<file path="src/rtl/rss_pkg.sv">
// shared constants, types and sequencer states for the running sample statistics block
package rss_pkg;

    // default sizing of the accumulators
    localparam int COUNT_BITS_DEF  = 16;
    localparam int SAMPLE_BITS_DEF = 24;

    // fixed widths of the word fields
    localparam int COUNT_W     = 16;
    localparam int SAMPLE_W    = 24;
    localparam int VAR_W       = 48;
    localparam int DEV_W       = 24;
    localparam int IN_DATA_W   = 24;
    localparam int OUT_FIELD_W = COUNT_W + 4 * SAMPLE_W + VAR_W + 1;
    localparam int OUT_DATA_W  = ((OUT_FIELD_W + 7) / 8) * 8;
    localparam int OUT_PAD_W   = OUT_DATA_W - OUT_FIELD_W;

    // report sequencer
    typedef enum logic [2:0] {
        S_IDLE,
        S_DIVM,
        S_MULA,
        S_MULB,
        S_DIVV,
        S_SQRT,
        S_DONE
    } t_rss_state;

    // handshake between the accumulator side and the report engine
    typedef struct packed {
        logic start;
        logic take;
    } t_rss_ctl;

endpackage

</file>
<file path="src/rtl/rss_engine.sv">
// report engine: mean, variance and deviation on one shared add/subtract unit
module rss_engine #(
    parameter int COUNT_BITS  = rss_pkg::COUNT_BITS_DEF,
    parameter int SAMPLE_BITS = rss_pkg::SAMPLE_BITS_DEF
) (
    input  logic                                       i_clk,
    input  logic                                       i_rst_n,
    input  rss_pkg::t_rss_ctl                          i_ctl,
    input  logic [COUNT_BITS-1:0]                      i_count,
    input  logic signed [SAMPLE_BITS+COUNT_BITS-1:0]   i_sum,
    input  logic [2*SAMPLE_BITS+COUNT_BITS-1:0]        i_sqsum,
    output logic                                       o_done,
    output logic signed [SAMPLE_BITS-1:0]              o_mean,
    output logic [2*SAMPLE_BITS-1:0]                   o_var,
    output logic [SAMPLE_BITS-1:0]                     o_dev
);

    localparam int CB = COUNT_BITS;
    localparam int SB = SAMPLE_BITS;
    localparam int SW = SB + CB;
    localparam int QW = 2 * SB + CB;
    localparam int DW = 2 * SB + 2 * CB;
    localparam int AW = DW + 1;
    localparam int VW = 2 * SB;
    localparam int NW = 2 * CB;
    localparam int RW = SB + 2;
    localparam int CW = $clog2(DW);

    localparam logic [CW-1:0] DIV_LAST  = CW'(DW - 1);
    localparam logic [CW-1:0] MULA_LAST = CW'(CB - 1);
    localparam logic [CW-1:0] MULB_LAST = CW'(SW - 1);
    localparam logic [CW-1:0] SQRT_LAST = CW'(SB - 1);

    rss_pkg::t_rss_state r_state, n_state;
    logic [CW-1:0]       r_cnt;

    logic [CB-1:0]        r_n;
    logic [NW-1:0]        r_nsq;
    logic                 r_neg;
    logic [SW-1:0]        r_mag;
    logic [QW-1:0]        r_sq;
    logic [DW-1:0]        r_acc;
    logic [DW-1:0]        r_mcand;
    logic [SW-1:0]        r_mplier;
    logic [NW-1:0]        r_rem;
    logic signed [SB-1:0] r_mean;
    logic [VW-1:0]        r_var;
    logic [VW-1:0]        r_sqv;
    logic [RW-1:0]        r_srem;
    logic [SB-1:0]        r_root;

    logic [SW-1:0] st_mag;
    logic [NW-1:0] st_nsq;
    logic          cnt_last;

    logic [AW-1:0] alu_a, alu_b, alu_res;
    logic          alu_sub, alu_neg;

    logic [NW:0]    d_trial;
    logic [NW-1:0]  d_div;
    logic           q_bit;
    logic [NW-1:0]  d_rem_nxt;
    logic [DW-1:0]  q_new;
    logic [SB-1:0]  q_mag;

    logic [RW+1:0]  s_ta;
    logic [SB+1:0]  s_tb;
    logic [RW-1:0]  s_rem_nxt;
    logic [SB-1:0]  s_root_nxt;

    assign st_mag   = i_sum[SW-1] ? $unsigned(-i_sum) : $unsigned(i_sum);
    assign st_nsq   = NW'(i_count) * NW'(i_count);
    assign cnt_last = (r_cnt == '0);

    // restoring divide step
    assign d_trial   = {r_rem, r_acc[DW-1]};
    assign d_div     = (r_state == rss_pkg::S_DIVM) ? NW'(r_n) : r_nsq;
    assign q_bit     = ~alu_neg;
    assign d_rem_nxt = q_bit ? alu_res[NW-1:0] : d_trial[NW-1:0];
    assign q_new     = {r_acc[DW-2:0], q_bit};
    assign q_mag     = q_new[SB-1:0];

    // digit-by-digit square root step
    assign s_ta       = {r_srem, r_sqv[VW-1 -: 2]};
    assign s_tb       = {r_root, 2'b01};
    assign s_rem_nxt  = alu_neg ? s_ta[RW-1:0] : alu_res[RW-1:0];
    assign s_root_nxt = {r_root[SB-2:0], ~alu_neg};

    // the shared unit
    assign alu_res = alu_sub ? (alu_a - alu_b) : (alu_a + alu_b);
    assign alu_neg = alu_res[AW-1];

    always_comb begin
        n_state = r_state;
        case (r_state)
            rss_pkg::S_IDLE: if (i_ctl.start) n_state = rss_pkg::S_DIVM;
            rss_pkg::S_DIVM: if (cnt_last) n_state = rss_pkg::S_MULA;
            rss_pkg::S_MULA: if (cnt_last) n_state = rss_pkg::S_MULB;
            rss_pkg::S_MULB: if (cnt_last) n_state = rss_pkg::S_DIVV;
            rss_pkg::S_DIVV: if (cnt_last) n_state = rss_pkg::S_SQRT;
            rss_pkg::S_SQRT: if (cnt_last) n_state = rss_pkg::S_DONE;
            rss_pkg::S_DONE: if (i_ctl.take) n_state = rss_pkg::S_IDLE;
            default:         n_state = rss_pkg::S_IDLE;
        endcase
    end

    always_comb begin
        alu_a   = '0;
        alu_b   = '0;
        alu_sub = 1'b0;
        o_done  = 1'b0;
        case (r_state)
            rss_pkg::S_DIVM, rss_pkg::S_DIVV: begin
                alu_a   = AW'(d_trial);
                alu_b   = AW'(d_div);
                alu_sub = 1'b1;
            end
            rss_pkg::S_MULA: begin
                alu_a = AW'(r_acc);
                alu_b = AW'(r_mcand);
            end
            rss_pkg::S_MULB: begin
                alu_a   = AW'(r_acc);
                alu_b   = AW'(r_mcand);
                alu_sub = 1'b1;
            end
            rss_pkg::S_SQRT: begin
                alu_a   = AW'(s_ta);
                alu_b   = AW'(s_tb);
                alu_sub = 1'b1;
            end
            rss_pkg::S_DONE: o_done = 1'b1;
            default: ;
        endcase
    end

    always_ff @(posedge i_clk) begin
        if (!i_rst_n) begin
            r_state <= rss_pkg::S_IDLE;
            r_cnt   <= '0;
        end else begin
            r_state <= n_state;
            case (r_state)
                rss_pkg::S_IDLE: r_cnt <= DIV_LAST;
                rss_pkg::S_DIVM: r_cnt <= cnt_last ? MULA_LAST : r_cnt - 1'b1;
                rss_pkg::S_MULA: r_cnt <= cnt_last ? MULB_LAST : r_cnt - 1'b1;
                rss_pkg::S_MULB: r_cnt <= cnt_last ? DIV_LAST  : r_cnt - 1'b1;
                rss_pkg::S_DIVV: r_cnt <= cnt_last ? SQRT_LAST : r_cnt - 1'b1;
                rss_pkg::S_SQRT: r_cnt <= cnt_last ? r_cnt     : r_cnt - 1'b1;
                default:         r_cnt <= r_cnt;
            endcase
        end
    end

    always_ff @(posedge i_clk) begin
        case (r_state)
            rss_pkg::S_IDLE: begin
                if (i_ctl.start) begin
                    r_n   <= i_count;
                    r_nsq <= st_nsq;
                    r_neg <= i_sum[SW-1];
                    r_mag <= st_mag;
                    r_sq  <= i_sqsum;
                    r_acc <= DW'(st_mag);
                    r_rem <= '0;
                end
            end
            rss_pkg::S_DIVM: begin
                r_rem <= d_rem_nxt;
                if (cnt_last) begin
                    r_mean   <= r_neg ? $signed(-q_mag) : $signed(q_mag);
                    r_acc    <= '0;
                    r_mcand  <= DW'(r_sq);
                    r_mplier <= SW'(r_n);
                end else begin
                    r_acc <= q_new;
                end
            end
            rss_pkg::S_MULA: begin
                if (r_mplier[0]) r_acc <= alu_res[DW-1:0];
                if (cnt_last) begin
                    r_mcand  <= DW'(r_mag);
                    r_mplier <= r_mag;
                end else begin
                    r_mcand  <= r_mcand << 1;
                    r_mplier <= r_mplier >> 1;
                end
            end
            rss_pkg::S_MULB: begin
                // partial sums stay above the final n*S2 - S1*S1, never negative
                if (r_mplier[0]) r_acc <= alu_res[DW-1:0];
                r_mcand  <= r_mcand << 1;
                r_mplier <= r_mplier >> 1;
                r_rem    <= '0;
            end
            rss_pkg::S_DIVV: begin
                r_rem <= d_rem_nxt;
                r_acc <= q_new;
                if (cnt_last) begin
                    r_var  <= q_new[VW-1:0];
                    r_sqv  <= q_new[VW-1:0];
                    r_srem <= '0;
                    r_root <= '0;
                end
            end
            rss_pkg::S_SQRT: begin
                r_sqv  <= r_sqv << 2;
                r_srem <= s_rem_nxt;
                r_root <= s_root_nxt;
            end
            default: ;
        endcase
    end

    assign o_mean = r_mean;
    assign o_var  = r_var;
    assign o_dev  = r_root;

endmodule

</file>
<file path="src/rtl/running_sample_statistics.sv">
// top level: sample accumulators, report engine hookup and result word register
//
//  channel  | dir | tdata                          | tuser    | tlast
//  ---------+-----+--------------------------------+----------+-------
//  s (in)   | in  | sample                         | restart  | report
//  m (out)  | out | count, mean, var, dev, min,    | -        | -
//           |     | max, overflowed                |          |
//
// a plain sample word is taken every cycle while tready is high: square in the first
// stage, fold into the sums in the second
// a report word drops tready until its result is in the output register, and no
// further word is taken until then; the engine runs a mean divide, a multiply
// forming n*S2, a multiply subtracting S1*S1, a variance divide and a square
// root on the shared add/subtract unit, each divide one quotient bit per cycle
// synchronous active-low reset clears the set: count, sums, min, max, overflow flag
// a stalled result word holds in the output register while plain samples keep flowing
module running_sample_statistics #(
    parameter int COUNT_BITS  = rss_pkg::COUNT_BITS_DEF,
    parameter int SAMPLE_BITS = rss_pkg::SAMPLE_BITS_DEF
) (
    input  logic                             i_clk,
    input  logic                             i_rst_n,
    // input stream
    input  logic                             i_s_tvalid,
    output logic                             o_s_tready,
    input  logic [rss_pkg::IN_DATA_W-1:0]    i_s_tdata,   // [23:0] sample
    input  logic                             i_s_tuser,   // [0] restart
    input  logic                             i_s_tlast,   // report
    // result stream
    output logic                             o_m_tvalid,
    input  logic                             i_m_tready,
    // [15:0] sample_count, [39:16] mean_value, [87:40] variance_value,
    // [111:88] deviation_value, [135:112] smallest, [159:136] largest,
    // [160] overflowed, rest zero
    output logic [rss_pkg::OUT_DATA_W-1:0]   o_m_tdata
);

    localparam int CB    = COUNT_BITS;
    localparam int SB    = SAMPLE_BITS;
    localparam int SW    = SB + CB;
    localparam int QW    = 2 * SB + CB;
    localparam int CNT_W = rss_pkg::COUNT_W;
    localparam int SMP_W = rss_pkg::SAMPLE_W;
    localparam int VAR_W = rss_pkg::VAR_W;
    localparam int DEV_W = rss_pkg::DEV_W;

    localparam logic [CB-1:0]        CNT_MAX  = {CB{1'b1}};
    localparam logic signed [SB-1:0] MOST_POS = {1'b0, {(SB-1){1'b1}}};
    localparam logic signed [SB-1:0] MOST_NEG = {1'b1, {(SB-1){1'b0}}};

    // accept and square stage
    logic                   in_accept;
    logic signed [SB-1:0]   in_samp;
    logic signed [2*SB-1:0] in_sq;

    logic                   r_p_vld;
    logic signed [SB-1:0]   r_p_samp;
    logic [2*SB-1:0]        r_p_sq;
    logic                   r_p_rst;
    logic                   r_p_rep;

    // running set
    logic [CB-1:0]          r_cnt, n_cnt, b_cnt;
    logic signed [SW-1:0]   r_sum, n_sum, b_sum;
    logic [QW-1:0]          r_sqs, n_sqs, b_sqs;
    logic signed [SB-1:0]   r_min, n_min, b_min;
    logic signed [SB-1:0]   r_max, n_max, b_max;
    logic                   r_ovf, n_ovf;

    // report control
    logic                   r_busy;
    logic                   r_go;
    logic                   take;
    rss_pkg::t_rss_ctl      eng_ctl;
    logic                   eng_done;
    logic signed [SB-1:0]   eng_mean;
    logic [2*SB-1:0]        eng_var;
    logic [SB-1:0]          eng_dev;

    // result word register
    logic                            r_out_vld;
    logic [rss_pkg::OUT_DATA_W-1:0]  r_out_data;

    assign o_s_tready = ~r_busy;
    assign in_accept  = i_s_tvalid & ~r_busy;
    assign in_samp    = $signed(i_s_tdata[SB-1:0]);
    assign in_sq      = in_samp * in_samp;

    always_ff @(posedge i_clk) begin
        if (!i_rst_n) begin
            r_p_vld <= 1'b0;
        end else begin
            r_p_vld <= in_accept;
        end
    end

    always_ff @(posedge i_clk) begin
        if (in_accept) begin
            r_p_samp <= in_samp;
            r_p_sq   <= $unsigned(in_sq);
            r_p_rst  <= i_s_tuser;
            r_p_rep  <= i_s_tlast;
        end
    end

    // restart clears first, then the sample folds in unless the count is full
    always_comb begin
        b_cnt = r_p_rst ? '0       : r_cnt;
        b_sum = r_p_rst ? '0       : r_sum;
        b_sqs = r_p_rst ? '0       : r_sqs;
        b_min = r_p_rst ? MOST_POS : r_min;
        b_max = r_p_rst ? MOST_NEG : r_max;
        n_ovf = r_p_rst ? 1'b0     : r_ovf;
        n_cnt = b_cnt;
        n_sum = b_sum;
        n_sqs = b_sqs;
        n_min = b_min;
        n_max = b_max;
        if (b_cnt == CNT_MAX) begin
            n_ovf = 1'b1;
        end else begin
            n_cnt = b_cnt + 1'b1;
            n_sum = b_sum + SW'(r_p_samp);
            n_sqs = b_sqs + QW'(r_p_sq);
            if (r_p_samp < b_min) n_min = r_p_samp;
            if (r_p_samp > b_max) n_max = r_p_samp;
        end
    end

    always_ff @(posedge i_clk) begin
        if (!i_rst_n) begin
            r_cnt <= '0;
            r_sum <= '0;
            r_sqs <= '0;
            r_min <= MOST_POS;
            r_max <= MOST_NEG;
            r_ovf <= 1'b0;
        end else if (r_p_vld) begin
            r_cnt <= n_cnt;
            r_sum <= n_sum;
            r_sqs <= n_sqs;
            r_min <= n_min;
            r_max <= n_max;
            r_ovf <= n_ovf;
        end
    end

    // busy from the report word until its result sits in the output register
    assign take          = eng_done & (~r_out_vld | i_m_tready);
    assign eng_ctl.start = r_go;
    assign eng_ctl.take  = take;

    always_ff @(posedge i_clk) begin
        if (!i_rst_n) begin
            r_busy <= 1'b0;
            r_go   <= 1'b0;
        end else begin
            r_go <= r_p_vld & r_p_rep;
            if (in_accept & i_s_tlast) begin
                r_busy <= 1'b1;
            end else if (take) begin
                r_busy <= 1'b0;
            end
        end
    end

    rss_engine #(
        .COUNT_BITS  (COUNT_BITS),
        .SAMPLE_BITS (SAMPLE_BITS)
    ) u_engine (
        .i_clk   (i_clk),
        .i_rst_n (i_rst_n),
        .i_ctl   (eng_ctl),
        .i_count (r_cnt),
        .i_sum   (r_sum),
        .i_sqsum (r_sqs),
        .o_done  (eng_done),
        .o_mean  (eng_mean),
        .o_var   (eng_var),
        .o_dev   (eng_dev)
    );

    // the set does not move while busy, so count, min, max and flag are current
    always_ff @(posedge i_clk) begin
        if (!i_rst_n) begin
            r_out_vld <= 1'b0;
        end else if (take) begin
            r_out_vld <= 1'b1;
        end else if (i_m_tready) begin
            r_out_vld <= 1'b0;
        end
    end

    always_ff @(posedge i_clk) begin
        if (take) begin
            r_out_data <= {{rss_pkg::OUT_PAD_W{1'b0}},
                           r_ovf,
                           SMP_W'(r_max),
                           SMP_W'(r_min),
                           DEV_W'(eng_dev),
                           VAR_W'(eng_var),
                           SMP_W'(eng_mean),
                           CNT_W'(r_cnt)};
        end
    end

    assign o_m_tvalid = r_out_vld;
    assign o_m_tdata  = r_out_data;

endmodule
</file>
<file path="config.mk">
export PLATFORM = sky130hd
export DESIGN_NAME = running_sample_statistics
export DESIGN_NICKNAME = d
export VERILOG_FILES = /design/src/rtl/rss_pkg.sv /design/src/rtl/rss_engine.sv /design/src/rtl/running_sample_statistics.sv
export SDC_FILE = /design/constraint.sdc
export NUM_CORES = 2
export LEC_CHECK = 0
export BUFFER_PORTS_ARGS = -buffer_cell sky130_fd_sc_hd__buf_2
export CORE_UTILIZATION = 58
export DETAILED_ROUTE_END_ITERATION = 8
export HOLD_SLACK_MARGIN = 0.12
export PLACE_DENSITY = 0.78
export SLEW_MARGIN = 10
export SYNTH_ARGS = -nofsm -noshare
export SYNTH_HDL_FRONTEND = slang
export SYNTH_HIERARCHICAL = 1
export SYNTH_SLANG_ARGS = --single-unit
</file>
<file path="constraint.sdc">
create_clock -name i_clk -period 8 [get_ports i_clk]
set_clock_uncertainty 0.1 [all_clocks]
set_input_delay 1.2 -clock i_clk [delete_from_list [all_inputs] [get_ports i_clk]]
set_output_delay 1.2 -clock i_clk [all_outputs]
set_load 0.01 [all_outputs]
</file>
---- Word-level counts from Yosys, hierarchy flattened ----
Cells that the tools add are included.
storage, ports and cells
  bits in registers ....................... 973
cells by class
  reduce and logical (&&, ||, !) cells .... 23
  add/sub/neg operators ................... 8
  eq/ne operators ......................... 16
  $lt $le $gt $ge ......................... 2
  multipliers ............................. 2
  bitwise operators ....................... 8
  muxes and demuxes ....................... 60
operators with widths
  kind              count
  $pmux 80 s3       3
  $mux 80           5
  $pmux 80 s4       1
  $mux 40           5
  $mux 24           8
  $mux 64           2
  $pmux 40 s3       1
  $mux 32           3
  $pmux 32 s3       1
  $pmux 48 s2       1
  $add 80x80->81    1
  $mux 81           1
  $sub 80x80->81    1
  $add 64x48->64    1
  $mux 26           2
  $pmux 26 s2       1
  $mul 24x24->48    1
  $mux 48           1
  $pmux 24 s2       1
  $pmux 7 s6        1
  $add 40x24->40    1
  $neg 40->40       1
  $mux 7            5
  $mul 16x16->32    1
  29 further kinds  70

---- Depth between registers and ports, before layout ----
  depth after elaboration ................. 8
  gate-level depth with buffers ........... 37

---- Hierarchy ----
The synthesis kept the hierarchy.
modules (own cells, without submodules)
  module                     times used  cells each  area each (um^2)
  running_sample_statistics  1           3982        39047.4
  rss_engine                 1           3824        38832.2

---- Worst setup path after synthesis ----
Ideal clock, no wire load.
  path kind ............................... register to register
  start point ............................. reg u_engine.r_state[2]
  end point ............................... reg u_engine.r_root[0], in the netlist u_engine/o_dev[0], enable pin
  data arrival time ....................... 8.065 ns
  stages on the path, launching flop included .. 5
  library setup time ...................... 0.690 ns
  path buffers ............................ 2
  path slack .............................. -0.855 ns
  path through ............................ dfxtp_1 -> or3b_2 -> clkbuf_1 -> clkbuf_1 -> o21ai_0
on the way
  cells in the longest elaborated chain, start to end .. 3
  elaborated cells on any way between the ends .. 5
  those cells by class .................... 3 x eq/ne; 2 x reduce/logical
RTL lines
  element                                                           line               source
  from (decl)                                                       rss_engine.sv:34   rss_pkg::t_rss_state r_state, n_state;
  from (signal assigned)                                            rss_engine.sv:139  r_state <= rss_pkg::S_IDLE;
  from (signal assigned)                                            rss_engine.sv:142  r_state <= n_state;
  $eq 3x3->1                                                        rss_engine.sv:156  case (r_state)
  $ne 2x1->1 (no line) / $reduce_bool 2->1 (equally long branches)  --
  $reduce_and 2->1 (no line) (*)                                    --
  to (signal assigned)                                              rss_engine.sv:209  r_root <= s_root_nxt;
  to (decl)                                                         rss_engine.sv:50   logic [SB-1:0] r_root;
Every way passes the cells marked *; elsewhere a longest branch is shown, timed or not.
A chain may end at the register's enable or synchronous reset.

---- Worst setup path in the final report ----
  start point ............................. reg u_engine.r_state[1]
  end point ............................... reg u_engine.r_mean[8], in the netlist u_engine/o_mean[8], data pin
on the way
  cells in the longest elaborated chain, start to end .. 8
  elaborated cells on any way between the ends .. 18
  those cells by class .................... 3 x add/sub; 5 x eq/ne; 6 x mux; 1 x bitwise; 3 x reduce/logical
RTL lines
  element                                                      line               source
  $eq 3x2->1 (tied with other cells)                           rss_engine.sv:112  case (r_state)
  $reduce_or 2->1 (no line) / $mux 32 (equally long branches)  --
  $pmux 80 s3                                                  rss_engine.sv:112
  $add 80x80->81 / $sub 80x80->81 (equally long branches)      rss_engine.sv:90   assign alu_res = alu_sub ? (alu_a - alu_b) : (alu_a + alu_b);
  $mux 81 (*)                                                  rss_engine.sv:90
  $not 1->1 (*)                                                rss_engine.sv:78   assign q_bit = ~alu_neg;
  $neg 24->24 (*)                                              rss_engine.sv:171  r_mean <= r_neg ? $signed(-q_mag) : $signed(q_mag);
  $mux 24 (*)                                                  rss_engine.sv:171
  to (signal assigned)                                         rss_engine.sv:171
  to (decl)                                                    rss_engine.sv:46   logic signed [SB-1:0] r_mean;
Marked as above.

==> impl_metrics.csv <==
group,metric,value,unit
drt,drt_iter0_drc,5534,
synth,syn_area_per_cell,9.98,sq um
final_layout,final_common_cell,"inv_1",
final_layout,layout.nets,9274,
critical_path,arrival,8.02,ns
critical_path,startpoint,"u_engine/r_state[1]",
timing,worst_pin_slew,1.21,ns
floorplan,io_pins,200,
drt,drtAntennaViolNets,0,
clocking,cts_num_sinks,969,
timing,setup_violations,0,
global_route,grt_pass1_wl,321000,um
clocking,clock_latency,0.73,ns
critical_path,critPathKind,"reg2reg",
placement,numPortBuffers,192,
synth,synthTopCellsByArea,"edfxtp_1 (30%), fa_1 (19%), ha_1 (7.5%), inv_1 (5.1%), dfxtp_1 (4.7%)",
drt,wl,203000,um
synth,synth_cells,7806,
placement,gp_congestion,0.946,
critical_path,worstPathRequired,8.35,ns
floorplan,fp.dieW,368,um
final_layout,drive_above_1_share,9.37,%
worst_hold_path,min_from,"u_engine/o_mean[15]",
critical_path,slowest_delay,0.45,ns
timing,finalSetupTns,0,ns
synth,synth_edf_count,786,
run_status,violations,"DRC",
timing,max_slew_margin,19.2,%
floorplan,die_height,368,um
global_route,antenna_found_initial,5,
final_layout,multi_input_area,0.0455,sq mm
timing,rsz0062_at_grt,"no",
timing,fmax,130,MHz
timing,fin_ws,0.333,ns
global_route,overflow,0,
timing,finalMaxSlewViolations,0,
drt,vias_per_cell,5.91,
global_route,grt_usage,29.8,%
placement,dp_slack,-0.268,ns
synth,synth_flop_cell,"edfxtp_1",
clocking,numCtsBuffers,103,
critical_path,cp_max_fo,13,
synth,yosysTopAreaCell,"edfxtp_1",
final_layout,most-common-layout-cells,"inv_1 (1052), nand2_1 (973), edfxtp_1 (786)",
synth,synth_top_area_share,30.3,%
critical_path,slowest_stage,"dfxtp_1",
critical_path,r2r_start,"u_engine/r_state[1]",
floorplan,core,0.133,sq mm
synth,synthArstFlopShare,0,%
final_layout,fill_cells,10400,
clocking,cts_htree_levels,3,
critical_path,crit_path_start_kind,"register",
floorplan,die_area,0.136,sq mm
synth,synth_warnings,6,
synth,synth-seq-cells,969,
drt,route.detailed.wl_per_inst,20.5,um
placement,hpwl,156000,um
clocking,cts_buffer_depth,3,
final_layout,area_delta_synth_final,10.1,%
final_layout,seq_area,0.0273,sq mm
clocking,root_buffer,"clkbuf_16",
drt,drt-pass1-iter-count,9,
run,max_cap_viol_count,0,
floorplan,initial_core_util,58.4,%
timing,period_needed,7.67,ns
worst_hold_path,hold_path.class,"reg2reg",
timing,hold_viol,0,
drt,drc,2,
run_status,status,"finished with violations",
timing,period_share,95.8,%
synth,yosysSeqAreaShare,35.0,%
global_route,grt_pass1_vias,58700,
critical_path,worstSetupEndpointType,"register",
drt,vias,58600,
floorplan,fp-row-count,134,
clocking,cts_tree,"done",
clocking,cts.reportedPaths.clkPinSlew,0.07,ns
synth,netlist_area,0.0779,sq mm
synth,yosysUniqueCellTypes,106,
global_route,grt_max_degree,127,
## registers in the layout, indices dropped and copies added, names as in the netlist, 46 cells and up
name              count
o_m_tdata           161
r_p_sq               46
r_sqs                64
u_engine/o_var       48
u_engine/r_acc       80
u_engine/r_mcand     80
u_engine/r_sq        64
u_engine/r_sqv       48
## worst paths after layout
path / slack (ns) / end / cells past startpoint
hold / removal: 0.32 / o_m_tdata[31] / 0
hold reg to reg: 0.32 / o_m_tdata[31] / 0
setup / recovery: 0.33 / u_engine/o_mean[8] / 31
setup reg to reg: 0.33 / u_engine/o_mean[8] / 31
## per-stage QoR
step,hold WS [ns],cell area [sq um],util [%],cells
3_5_place_dp,0.305,82100,61.6,9715
6_report,0.317,85800,64.3,9909
4_1_cts,0.316,85700,64.3,9907
2_1_floorplan,0.300,77900,-,7812
3_3_place_gp,0.302,82100,61.6,9715
5_1_grt,0.323,85800,64.3,9908
## cells in the mapped netlist (all sizes together), types with 135 or more instances
library cell  count
nor2b           143
nor2            346
nand2           977
o21ai           296
edfxtp          786
dfxtp           183
a21o            149
and2            272
fa              722
xnor2           253
nand3           135
clkbuf          280
inv            1054
a21oi           483
ha              469
## cell type report
| class | instances | area share (%) |
|---|---|---|
| Inverter | 1056 | 4.63 |
| Multi-Input combinational cell | 5447 | 53.1 |
| Clock buffer | 130 | 3.28 |
| Antenna cell | 1 | 0.00292 |
| Timing Repair Buffer | 476 | 3.73 |
| Clock inverter | 62 | 0.909 |
| Sequential cell | 969 | 31.8 |
| Tap cell | 1768 | 2.58 |
## worst max-delay path: cells and delay by family, from the launching register on
kind | cells | cell delay (ns)
and+or+nand+nor | 8 | 1.73
xor gates and xnor gates | 1 | 0.21
AOI/OAI and AO/OA | 11 | 2.72
muxes | 1 | 0.35
DFF | 1 | 0.45
buffers and inverters | 6 | 0.81
adders and majority gates | 4 | 1.00
## cells by family (layout without fill, tap and decap cells)
kind of cell	Yosys count	in the layout	share of synthesized area, %
AOI/OAI and AO/OA	1549	1549	13.1
xor gates and xnor gates	368	368	4.14
DFF	969	969	35.0
other	1	8	0.00482
and+or+nand+nor	2270	2270	13.9
muxes	61	61	0.803
adders and majority gates	1192	1192	26.1
buffers and inverters	1396	1724	6.86
## metal layers
| metal | up-vias | global-route usage (%) | wire length [um] |
|---|---|---|---|
| li1 | 27000 | - | - |
| met1 | 28800 | 41.0 | 85500 |
| met2 | 2378 | 48.3 | 94800 |
| met3 | 345 | 4.67 | 16200 |
| met4 | 4 | 9.93 | 6500 |
| met5 | - | 0 | 27 |
## timing repair
| action | 4_1_cts | 5_1_grt |
|---|---|---|
| endpoints found under the setup margin | 7 | 71 |
| setup buffers | 0 | 1 |
| resized for setup | 2 | 12 |
| pin swaps | 0 | 2 |
| hold buffers | 0 | 0 |
Power is not shown: default switching activity piles up to over one toggle a cycle in this logic, so the estimate is an artifact.
